===== config.mk =====
export PLATFORM = sky130hd
export DESIGN_NAME = thermal_video_packet_deframer_core
export DESIGN_NICKNAME = d
export VERILOG_FILES = /design/src/rtl/tvpd_pkg.sv /design/src/rtl/tvpd_extremes.sv /design/src/rtl/thermal_video_packet_deframer_core.sv
export VERILOG_INCLUDE_DIRS = /design/src /design/src/rtl
export SDC_FILE = /design/constraint.sdc
export NUM_CORES = 1
export LEC_CHECK = 0
export BUFFER_PORTS_ARGS = -buffer_cell sky130_fd_sc_hd__buf_2
export CORE_ASPECT_RATIO = 1.4
export CORE_MARGIN = 10
export CORE_UTILIZATION = 45
export DETAILED_ROUTE_END_ITERATION = 10
export PLACE_DENSITY = 0.61
export SLEW_MARGIN = 20
export SYNTH_ARGS = -nofsm -noshare
export SYNTH_HDL_FRONTEND = slang
export SYNTH_HIERARCHICAL = 1
export SYNTH_SLANG_ARGS = --single-unit

===== constraint.sdc =====
create_clock -name clk -period 23.1 [get_ports clk]
set_input_delay 2.31 -clock clk [delete_from_list [all_inputs] [get_ports clk]]
set_output_delay 2.31 -clock clk [all_outputs]
set_load 0.02 [all_outputs]

===== src/rtl/assert_macros.svh =====
// Assertion macros shared by the deframer RTL.
// Depends on nothing; included by files that carry concurrent checks.
`ifndef ASSERT_MACROS_SVH
`define ASSERT_MACROS_SVH

// Check that cond holds at every clock edge outside reset.
`define ASSERT_ALWAYS(label, clk, rst_n, cond) \
    label: assert property (@(posedge clk) disable iff (!rst_n) (cond)) \
        else $error("assertion failed: cond does not hold");

// Check that cons holds in the same cycle as ante.
`define ASSERT_IMPLY(label, clk, rst_n, ante, cons) \
    label: assert property (@(posedge clk) disable iff (!rst_n) (ante) |-> (cons)) \
        else $error("assertion failed: implication does not hold");

// Check that cons holds in the cycle after ante.
`define ASSERT_NEXT(label, clk, rst_n, ante, cons) \
    label: assert property (@(posedge clk) disable iff (!rst_n) (ante) |=> (cons)) \
        else $error("assertion failed: next-cycle implication does not hold");

`endif


===== src/rtl/tvpd_pkg.sv =====
// Shared types and constants for the thermal video packet deframer.
// No dependencies; imported by every deframer module.
package tvpd_pkg;

    localparam int BYTE_W      = 8;
    localparam int PIX_W       = 16;
    localparam int ROW_W       = 8;
    localparam int ROW_IDX_W   = 6;
    localparam int COL_IDX_W   = 7;

    localparam int ROWS_DEFAULT = 60;
    localparam int COLS_DEFAULT = 80;

    localparam int HEADER_BYTES = 4;

    // Header byte positions with a meaning of their own
    localparam int HDR_FLAGS_POS = 0;
    localparam int HDR_ROW_POS   = 1;

    localparam logic [3:0] DISCARD_NIBBLE = 4'hF;

    localparam logic [PIX_W-1:0] MIN_INIT = {PIX_W{1'b1}};
    localparam logic [PIX_W-1:0] MAX_INIT = '0;

    typedef struct packed {
        logic update;   // a pixel is taken into the extremes
        logic clear;    // frame ends with this pixel
    } tvpd_ext_ctrl_t;

endpackage


===== src/rtl/tvpd_extremes.sv =====
// Running minimum and maximum over the pixels of one frame.
// Depends on tvpd_pkg.
`include "assert_macros.svh"

module tvpd_extremes
    import tvpd_pkg::*;
(
    input  logic                 clk,
    input  logic                 rst_n,
    input  tvpd_ext_ctrl_t       ctrl,
    input  logic [PIX_W-1:0]     pixel,
    output logic [PIX_W-1:0]     min_with_pixel,
    output logic [PIX_W-1:0]     max_with_pixel
);

    logic [PIX_W-1:0] min_reg;
    logic [PIX_W-1:0] max_reg;
    logic [PIX_W-1:0] min_next;
    logic [PIX_W-1:0] max_next;

    // Extremes as they stand once this pixel is counted
    assign min_with_pixel = (pixel < min_reg) ? pixel : min_reg;
    assign max_with_pixel = (pixel > max_reg) ? pixel : max_reg;

    always_comb
    begin
        min_next = min_reg;
        max_next = max_reg;
        if (ctrl.update)
        begin
            if (ctrl.clear)
            begin
                min_next = MIN_INIT;
                max_next = MAX_INIT;
            end
            else
            begin
                min_next = min_with_pixel;
                max_next = max_with_pixel;
            end
        end
    end

    always_ff @(posedge clk or negedge rst_n)
    begin
        if (!rst_n)
        begin
            min_reg <= MIN_INIT;
            max_reg <= MAX_INIT;
        end
        else
        begin
            min_reg <= min_next;
            max_reg <= max_next;
        end
    end

    // After a cleared update the extremes are back at their initial values
    `ASSERT_NEXT(a_clear_restores, clk, rst_n, ctrl.update && ctrl.clear, min_reg == MIN_INIT && max_reg == MAX_INIT)
    // Once a pixel has been counted without a clear, min cannot exceed max
    `ASSERT_NEXT(a_update_orders, clk, rst_n, ctrl.update && !ctrl.clear, min_reg <= max_reg)

endmodule


===== src/rtl/thermal_video_packet_deframer_core.sv =====
// Top level of the thermal video packet deframer: byte stream in, pixels out.
// Depends on tvpd_pkg and tvpd_extremes.
//
//  channel  | valid         | ready         | payload
//  ---------+---------------+---------------+-------------------------------------------
//  byte in  | byte_valid    | byte_ready    | rx_byte, packet_start
//  pixel out| result_valid  | result_ready  | pixel_valid, row_index, column_index,
//           |               |               | pixel_value, frame_done, frame_min, frame_max
//
// One byte is taken per cycle unless stalled; a pixel result is loaded into the output
// register as its low byte is accepted. Header bytes and high bytes give no result.
// Reset clears byte count, discard flag, row, high byte; sets the min/max pair to init.
// byte_ready drops only while the output register holds a result that is stalled.
`include "assert_macros.svh"

module thermal_video_packet_deframer_core
    import tvpd_pkg::*;
#(
    parameter int ROWS = ROWS_DEFAULT,
    parameter int COLS = COLS_DEFAULT
)
(
    input  logic                  clk,
    input  logic                  rst_n,

    input  logic                  byte_valid,
    output logic                  byte_ready,
    input  logic [BYTE_W-1:0]     rx_byte,
    input  logic                  packet_start,

    output logic                  result_valid,
    input  logic                  result_ready,
    output logic                  pixel_valid,
    output logic [ROW_IDX_W-1:0]  row_index,
    output logic [COL_IDX_W-1:0]  column_index,
    output logic [PIX_W-1:0]      pixel_value,
    output logic                  frame_done,
    output logic [PIX_W-1:0]      frame_min,
    output logic [PIX_W-1:0]      frame_max
);

    localparam int PACKET_BYTES = HEADER_BYTES + 2 * COLS;
    localparam int POS_W        = $clog2(PACKET_BYTES);

    localparam logic [POS_W-1:0] POS_FLAGS = POS_W'(HDR_FLAGS_POS);
    localparam logic [POS_W-1:0] POS_ROW   = POS_W'(HDR_ROW_POS);
    localparam logic [POS_W-1:0] POS_PIX0  = POS_W'(HEADER_BYTES);
    localparam logic [POS_W-1:0] POS_LAST  = POS_W'(PACKET_BYTES - 1);
    localparam logic [POS_W-1:0] POS_STEP  = POS_W'(1);
    localparam logic [ROW_W-1:0] ROW_LIMIT = ROW_W'(ROWS);
    localparam logic [ROW_W-1:0] ROW_LAST  = ROW_W'(ROWS - 1);
    localparam logic [COL_IDX_W-1:0] COL_LAST = COL_IDX_W'(COLS - 1);

    logic [POS_W-1:0]      pos_reg;
    logic [POS_W-1:0]      pos_next;
    logic                  discard_reg;
    logic                  discard_next;
    logic [ROW_W-1:0]      row_reg;
    logic [ROW_W-1:0]      row_next;
    logic [BYTE_W-1:0]     high_reg;
    logic [BYTE_W-1:0]     high_next;

    logic                  out_valid_reg;
    logic                  out_valid_next;
    logic [ROW_IDX_W-1:0]  out_row_reg;
    logic [COL_IDX_W-1:0]  out_col_reg;
    logic [PIX_W-1:0]      out_pix_reg;
    logic                  out_done_reg;
    logic [PIX_W-1:0]      out_min_reg;
    logic [PIX_W-1:0]      out_max_reg;

    logic                  accept;
    logic [POS_W-1:0]      pos;
    logic [POS_W-1:0]      off;
    logic [COL_IDX_W-1:0]  col;
    logic [PIX_W-1:0]      pix;
    logic                  emit;
    logic                  done;
    logic [PIX_W-1:0]      min_with_pixel;
    logic [PIX_W-1:0]      max_with_pixel;
    tvpd_ext_ctrl_t        ext_ctrl;

    assign byte_ready = !out_valid_reg || result_ready;
    assign accept     = byte_valid && byte_ready;

    // Start flag forces the count back to the first header byte
    assign pos  = packet_start ? POS_FLAGS : pos_reg;
    assign off  = pos - POS_PIX0;
    assign col  = COL_IDX_W'(off >> 1);
    assign pix  = {high_reg, rx_byte};
    assign emit = accept && (pos >= POS_PIX0) && off[0] && !discard_reg;
    assign done = (row_reg == ROW_LAST) && (col == COL_LAST);

    always_comb
    begin
        discard_next = discard_reg;
        row_next     = row_reg;
        high_next    = high_reg;
        pos_next     = pos_reg;
        if (accept)
        begin
            if (pos == POS_FLAGS)
            begin
                discard_next = (rx_byte[3:0] == DISCARD_NIBBLE);
            end
            else if (pos == POS_ROW)
            begin
                row_next = rx_byte;
                if (rx_byte >= ROW_LIMIT)
                begin
                    discard_next = 1'b1;
                end
            end
            else if (pos >= POS_PIX0 && !off[0])
            begin
                high_next = rx_byte;
            end
            // Wrap after the last byte of the packet
            pos_next = (pos == POS_LAST) ? POS_FLAGS : pos + POS_STEP;
        end
    end

    assign ext_ctrl.update = emit;
    assign ext_ctrl.clear  = done;

    tvpd_extremes u_extremes
    (
        .clk            (clk),
        .rst_n          (rst_n),
        .ctrl           (ext_ctrl),
        .pixel          (pix),
        .min_with_pixel (min_with_pixel),
        .max_with_pixel (max_with_pixel)
    );

    always_comb
    begin
        out_valid_next = out_valid_reg;
        if (emit)
        begin
            out_valid_next = 1'b1;
        end
        else if (result_ready)
        begin
            out_valid_next = 1'b0;
        end
    end

    always_ff @(posedge clk or negedge rst_n)
    begin
        if (!rst_n)
        begin
            pos_reg       <= '0;
            discard_reg   <= 1'b0;
            row_reg       <= '0;
            high_reg      <= '0;
            out_valid_reg <= 1'b0;
        end
        else
        begin
            pos_reg       <= pos_next;
            discard_reg   <= discard_next;
            row_reg       <= row_next;
            high_reg      <= high_next;
            out_valid_reg <= out_valid_next;
        end
    end

    // Result payload: load on emit, hold otherwise
    always_ff @(posedge clk)
    begin
        if (emit)
        begin
            out_row_reg  <= row_reg[ROW_IDX_W-1:0];
            out_col_reg  <= col;
            out_pix_reg  <= pix;
            out_done_reg <= done;
            out_min_reg  <= done ? min_with_pixel : '0;
            out_max_reg  <= done ? max_with_pixel : '0;
        end
    end

    assign result_valid = out_valid_reg;
    assign pixel_valid  = 1'b1;
    assign row_index    = out_row_reg;
    assign column_index = out_col_reg;
    assign pixel_value  = out_pix_reg;
    assign frame_done   = out_done_reg;
    assign frame_min    = out_min_reg;
    assign frame_max    = out_max_reg;

    `ASSERT_ALWAYS(a_pos_in_packet, clk, rst_n, pos_reg <= POS_LAST)
    `ASSERT_IMPLY(a_done_last_col, clk, rst_n, result_valid && frame_done,
                  column_index == COL_LAST)
    `ASSERT_IMPLY(a_done_orders, clk, rst_n, result_valid && frame_done,
                  frame_min <= pixel_value && pixel_value <= frame_max)
    `ASSERT_IMPLY(a_no_extremes_midframe, clk, rst_n, result_valid && !frame_done,
                  frame_min == '0 && frame_max == '0)

endmodule

==> results of run 1 <==
-- kinds of logic (layout without fill, tap and decap cells) --
| logic type | after synthesis | count (layout) | synth area share |
|---|---|---|---|
| flip-flops | 120 | 120 | 0.554 |
| adder cells (fa/ha/maj) | 34 | 34 | 0.0707 |
| AND/OR/NAND/NOR | 147 | 147 | 0.137 |
| buffers and inverters | 70 | 154 | 0.0536 |
| multiplexers | 32 | 32 | 0.0597 |
| other | 1 | 1 | 0.000623 |
| AO/OA/AOI/OAI | 98 | 98 | 0.123 |
| XOR/XNOR | 1 | 1 | 0.00146 |
-- worst max-delay path: stages --
cell and delay [ns]:
buf_2 0.09, nand2b_1 0.19, buf_2 0.19
-- routing by layer --
layer	wire length, um	share of wire
met4	199	0.014
met5	0	0
met1	5760	0.40
met3	707	0.050
met2	7560	0.53
-- worst max-delay path by stage --
stage / slack (ns) / depth (start not counted) / from / endpoint
detailed placement: 17.86 / 8 / packet_start / u_extremes/min_reg[4]
global route: 17.99 / 3 / result_ready / byte_ready
CTS: 18.02 / 3 / result_ready / byte_ready
finish: 18.01 / 3 / result_ready / byte_ready
global placement: 17.94 / 8 / packet_start / u_extremes/min_reg[6]
floorplan: 12.92 / 9 / packet_start / u_extremes/min_reg[14]
-- per-stage QoR --
step	worst slack, ns	hold WS [ns]
2_1_floorplan	12.92	0.434
3_3_place_gp	17.94	0.447
3_5_place_dp	17.86	0.469
4_1_cts	18.02	0.484
5_1_grt	17.99	0.481
6_report	18.01	0.478
-- synthesized netlist by cell type, drive strengths merged, types with 3 or more instances --
library cell | number | area, um2
and2 | 34 | 213
edfxtp | 62 | 1860
a31oi | 6 | 52.6
nand2b | 6 | 37.5
clkbuf | 13 | 48.8
dfstp | 16 | 420
a2111o | 3 | 33.8
o211ai | 3 | 22.5
dfrtp | 42 | 1050
nand3b | 3 | 35.0
nor2 | 7 | 26.3
inv | 41 | 154
mux2 | 31 | 349
nor4 | 3 | 18.8
o221ai | 10 | 87.6
a21oi | 13 | 65.1
a22o | 8 | 70.1
or4 | 4 | 30.0
and3 | 3 | 18.8
nand3 | 8 | 40.0
ha | 34 | 425
o22a | 14 | 123
o21ai | 26 | 130
buf | 16 | 120
nor3 | 3 | 15.0
a311oi | 3 | 43.8
nand2 | 47 | 176
nand4 | 19 | 119
-- final cells by class --
| cell class | count | area (um2) | area share |
|---|---|---|---|
| well taps | 178 | 223 | 0.0312 |
| inverters | 41 | 154 | 0.0215 |
| clock buffers | 19 | 443 | 0.0620 |
| flip-flops and latches | 120 | 3330 | 0.467 |
| multi-input cells | 313 | 2380 | 0.333 |
| repair buffers | 81 | 418 | 0.0585 |
| clock inverters | 13 | 193 | 0.0270 |
-- power by group --
part           leakage [nW]  internal [mW]  switching [mW]
registers              1.28          0.260          0.0340
clock network         0.304          0.184          0.0966
logic                  1.43         0.0717          0.0762
total                  3.02          0.516           0.207
==> impl_metrics.env, run 1 <==
export IMPL_ant_nets=0
export IMPL_cp_required_ns=20.79
export IMPL_timing_final_crit_share=0.220
export IMPL_synth_seq_cells=120
export IMPL_placed_cell_area_um2=6500
export IMPL_hpwl_mm=9.42
export IMPL_hp_class="flip-flop to flip-flop"
export IMPL_rsz0062_at_grt="false"
export IMPL_cellPowerDensity_nw_per_um2=101
export IMPL_synth_edf_count=62
export IMPL_hold_viol_final=0
export IMPL_clock_sinks=120
export IMPL_clock_path_buffers=2
export IMPL_met1_usage=0.170
export IMPL_rr_worst_depth=7
export IMPL_grt_pass1_vias=4281
export IMPL_grt_ovfl_total=0
export IMPL_viasPerCell=5.51
export IMPL_antenna_found_initial=0
export IMPL_syn_area_per_cell_um2=12.0
export IMPL_p_leak_nw=3.02
export IMPL_die_width_um=118
export IMPL_min_to="row_index[2]"
export IMPL_final_cell_mix="76 x buf_2, 62 x edfxtp_1, 47 x nand2_1"
export IMPL_r2r_start="pos_reg[3]"
export IMPL_placed_cells=733
export IMPL_async_flop_share=0.483
export IMPL_post_drt_wl_per_cell_um=18.6
export IMPL_first_pass_iters=5
export IMPL_cts_root_buf="clkbuf_16"
export IMPL_row_count=49
export IMPL_drc=0
export IMPL_clock_latency_ns=0.42
export IMPL_worstMarginPinSlew_ns=0.895
export IMPL_syn_cell_area_um2=6020
export IMPL_coreArea_um2=13000
export IMPL_die_area_um2=18500
export IMPL_port_buffers=76
export IMPL_syn_nets=550
export IMPL_yosys_warnings=6
export IMPL_setup_viol=0
export IMPL_finalNonFillerCells=765
export IMPL_drtIter0Drc=275
export IMPL_relSlewSlack=0.403
export IMPL_grt_max_degree=75
export IMPL_postRouteWirelength_mm=14.2
export IMPL_fin_worst_skew_ns=0.0157
export IMPL_diodes=0
export IMPL_io_pins=78
export IMPL_syn_inst=503
export IMPL_timing_setup_tns_ns=0
export IMPL_grtUsageTotal=0.155
export IMPL_cp_max_fo=5
export IMPL_vias=4218
export IMPL_met2_usage=0.278
export IMPL_syn_to_final_growth_pct=18.7
export IMPL_holdBufCountCts=0
export IMPL_grt_util_met3=0.0393
export IMPL_drive_gt1_frac=0.286
export IMPL_ys_flop_type="edfxtp_1"
export IMPL_max_cap_violations=0
export IMPL_power_mw=0.723
export IMPL_run_status="completed"
export IMPL_gp_congestion=0.859
export IMPL_seq_area_frac_synth=0.554
export IMPL_holdPathStages=0
export IMPL_grt_pass1_wl_mm=22.8
export IMPL_ir_worst_vdd_uv=51.4
export IMPL_crit_path_end_kind="output pin"
export IMPL_post_route_min_period_ns=5.09
export IMPL_final_nets=621
export IMPL_initial_core_util=0.463
export IMPL_arrival_ns=2.78
export IMPL_slew_violations=0
export IMPL_r2r_end="u_extremes/min_reg[7]"
export IMPL_crit_type="primary input to output pin"
export IMPL_clk_pin_slew_ns=0.06
export IMPL_cts_setup_buffers=0
export IMPL_r2r_setup_slack_ns=19.46
export IMPL_timing_fmax_mhz=197
export IMPL_chipHeight_um=157
export IMPL_post_cts_resized=0
export IMPL_cp_start_kind="primary input"
export IMPL_numCtsBuffers=17
export IMPL_htreeDepth=4
export IMPL_grt_busiest_layer="met2"
export IMPL_worstHoldStart="row_reg[2]"
export IMPL_fin_area_um2=7140
export IMPL_fill_cells=1122
export IMPL_final_util=0.549
export IMPL_final_common_cell="buf_2"
export IMPL_cts_tree="done"
export IMPL_ys_types=56
Power figures use the tool's default switching activity.
==> inputs of run 2 (changes only) <==
--- a/config.mk
+++ b/config.mk
@@ -6,12 +6,13 @@
 export SDC_FILE = /design/constraint.sdc
 export NUM_CORES = 1
 export LEC_CHECK = 0
+export ABC_AREA = 1
 export BUFFER_PORTS_ARGS = -buffer_cell sky130_fd_sc_hd__buf_2
 export CORE_ASPECT_RATIO = 1.4
 export CORE_MARGIN = 10
 export CORE_UTILIZATION = 45
 export DETAILED_ROUTE_END_ITERATION = 10
-export PLACE_DENSITY = 0.61
+export PLACE_DENSITY = 0.63
 export SLEW_MARGIN = 20
 export SYNTH_ARGS = -nofsm -noshare
 export SYNTH_HDL_FRONTEND = slang
==> constraint.sdc (replaced) <==
create_clock -name clk -period 4.55 [get_ports clk]
set_input_delay 0.455 -clock clk [delete_from_list [all_inputs] [get_ports clk]]
set_output_delay 0.455 -clock clk [all_outputs]
set_load 0.02 [all_outputs]
==> run 2 against run 1 <==
Net effect: first-iteration DRC count is 30% higher; die area is 9.0% higher; sequential cell count stayed put; cell area rose by 8.5%; via count is 21% higher; critical path depth grew 9; combinational power rose to 12 times the previous value; final cell count is 31% higher; non-clock buffer count decreased by 1; total power rose to 6.6 times the previous value; critical endpoint is now u_extremes/min_reg[15].
==> impl_metrics.env, run 2 <==
export IMPL_run_status="completed"
export IMPL_drtIter0Drc=358
export IMPL_timing_fmax_mhz=298
export IMPL_r2r_start="pos_reg[0]"
export IMPL_ys_types=39
export IMPL_row_count=52
export IMPL_post_cts_resized=0
export IMPL_crit_type="flip-flop to flip-flop"
export IMPL_cellPowerDensity_nw_per_um2=618
export IMPL_chipHeight_um=164
export IMPL_slew_violations=0
export IMPL_clock_latency_ns=0.41
export IMPL_seq_area_frac_synth=0.501
export IMPL_cp_start_kind="flip-flop"
export IMPL_worstMarginPinSlew_ns=1.04
export IMPL_viasPerCell=5.12
export IMPL_grt_max_degree=64
export IMPL_final_util=0.534
export IMPL_synth_seq_cells=120
export IMPL_synth_edf_count=62
export IMPL_drc=0
export IMPL_grt_ovfl_total=0
export IMPL_final_cell_mix="178 x nand2_1, 110 x inv_1, 76 x buf_2"
export IMPL_syn_inst=719
export IMPL_timing_setup_tns_ns=0
export IMPL_finalNonFillerCells=999
export IMPL_cts_root_buf="clkbuf_16"
export IMPL_syn_area_per_cell_um2=9.26
export IMPL_fin_worst_skew_ns=0.00644
export IMPL_ir_worst_vdd_uv=327
export IMPL_htreeDepth=4
export IMPL_clock_path_buffers=2
export IMPL_ff_latch_area_um2=3330
export IMPL_placed_cell_area_um2=7140
export IMPL_post_route_min_period_ns=3.35
export IMPL_fin_area_um2=7750
export IMPL_yosys_warnings=6
export IMPL_syn_nets=766
export IMPL_synth_largest_area_cell="edfxtp_1"
export IMPL_power_mw=4.79
export IMPL_netlist_area_leader_share=0.280
export IMPL_initial_core_util=0.459
export IMPL_holdBufCountCts=0
export IMPL_ys_flop_type="edfxtp_1"
export IMPL_placed_cells=967
export IMPL_gp_congestion=0.866
export IMPL_coreArea_um2=14500
export IMPL_arrival_ns=3.70
export IMPL_cts_tree="done"
export IMPL_io_pins=78
export IMPL_ys_top_cells_by_count="178 x nand2_1, 112 x inv_1, 63 x nand3_1"
export IMPL_syn_to_final_growth_pct=16.5
export IMPL_hp_class="primary input to async pin"
export IMPL_synth_most_common_cell="nand2_1"
export IMPL_synth_area_leaders="edfxtp_1 28%, dfrtp_1 16%, nand2_1 10%"
export IMPL_numCtsBuffers=17
export IMPL_syn_cell_area_um2=6660
export IMPL_ant_nets=0
export IMPL_clock_sinks=120
export IMPL_cts_setup_buffers=0
export IMPL_drive_gt1_frac=0.259
export IMPL_diodes=0
export IMPL_antenna_found_initial=0
export IMPL_vias=5118
export IMPL_final_nets=844
export IMPL_die_width_um=123
export IMPL_max_cap_violations=0
export IMPL_cp_max_fo=32
export IMPL_worstSetupStartpoint="pos_reg[0]"
export IMPL_fill_cells=1306
export IMPL_clk_pin_slew_ns=0.05
export IMPL_async_flop_share=0.483
export IMPL_die_area_um2=20100
export IMPL_grt_pass1_wl_mm=26.5
export IMPL_hpwl_mm=10.7
export IMPL_grt_pass1_vias=5250
export IMPL_timing_final_crit_share=0.737
export IMPL_cp_required_ns=4.89
export IMPL_hold_viol_final=0
export IMPL_relSlewSlack=0.303
export IMPL_final_common_cell="nand2_1"
export IMPL_first_pass_iters=5
export IMPL_postRouteWirelength_mm=16.1
export IMPL_multi_input_area_um2=2720
export IMPL_setup_viol=0
export IMPL_crit_path_end_kind="flip-flop"
export IMPL_rsz0062_at_grt="false"
export IMPL_grtUsageTotal=0.168
export IMPL_port_buffers=76
export IMPL_p_leak_nw=3.75
export IMPL_post_drt_wl_per_cell_um=16.1
-- run 2: cell count changes after synthesis, moves of 14 or more --
| cell | before | now |
|---|---|---|
| and2_1 | 34 | 16 |
| nand2_1 | 47 | 178 |
| nand2_2 | 0 | 27 |
| nand3_1 | 8 | 63 |
| mux2_2 | 31 | 0 |
| o22a_1 | 14 | 0 |
| nand3b_1 | 2 | 17 |
| nor3_2 | 0 | 30 |
| inv_1 | 41 | 112 |
-- run 2: final timing paths --
path                                               end  slack [ns]  depth (start not counted)
worst max-delay path            u_extremes/min_reg[15]        1.20                         12
worst min-delay path                        pos_reg[5]        0.20                          2
worst max register to register  u_extremes/min_reg[15]        1.20                         12
worst min register to register            row_index[3]        0.46                          0
max in group asynchronous                   row_reg[4]        3.83                          2
min in group clk                          result_valid        0.34                          4
-- run 2: critical path: stages, from the launching register on --
cell and delay [ns]:
dfrtp_1 0.32, inv_1 0.05, nor2_1 0.54, inv_1 0.18, nor2_1 0.12, nand3_1 0.13, inv_2 0.09, clkinv_1 0.80
nor2_1 0.34, buf_4 0.42, nand3_1 0.15, nand2_1 0.09, inv_1 0.05
-- run 2: power by group --
part           leakage (nW)  switching, mW  total, mW  internal, mW
logic                  2.22           1.18       1.82         0.640
registers              1.22          0.186       1.57          1.39
clock network         0.297          0.482       1.39         0.909
total                  3.75           1.85       4.79          2.94
-- run 2: metal layers --
metal	track usage	wire, um	vias up	share of wire
li1	-	-	2483	-
met1	0.181	6160	2411	0.38
met4	0.0661	384	0	0.024
met3	0.0457	1090	35	0.068
met5	0	0	-	0
met2	0.302	8450	189	0.53
-- run 2: layout make-up --
class,count,share of cell area
multi-input combinational,462,0.351
clock buffer,18,0.0554
tap,189,0.0305
inverter,116,0.0568
clock inverter,14,0.0234
timing repair buffer,80,0.0529
sequential,120,0.430
-- run 2: logic make-up (layout without fill, tap and decap cells) --
| logic type | after synthesis | count (layout) | synth area share |
|---|---|---|---|
| other | 1 | 1 | 0.000563 |
| adders and majority gates | 34 | 34 | 0.0639 |
| and+or+nand+nor | 383 | 383 | 0.308 |
| buffers and inverters | 137 | 228 | 0.0904 |
| DFF | 120 | 120 | 0.501 |
| AOI/OAI and AO/OA | 42 | 42 | 0.0340 |
| xor gates and xnor gates | 2 | 2 | 0.00263 |
-- run 2: through the flow --
stage               setup slack (ns)  hold WS, ns
floorplan                       1.07        0.159
global placement                1.59        0.441
detailed placement              1.47        0.439
CTS                             1.66        0.230
global route                   0.872        0.274
finish                          1.20        0.199
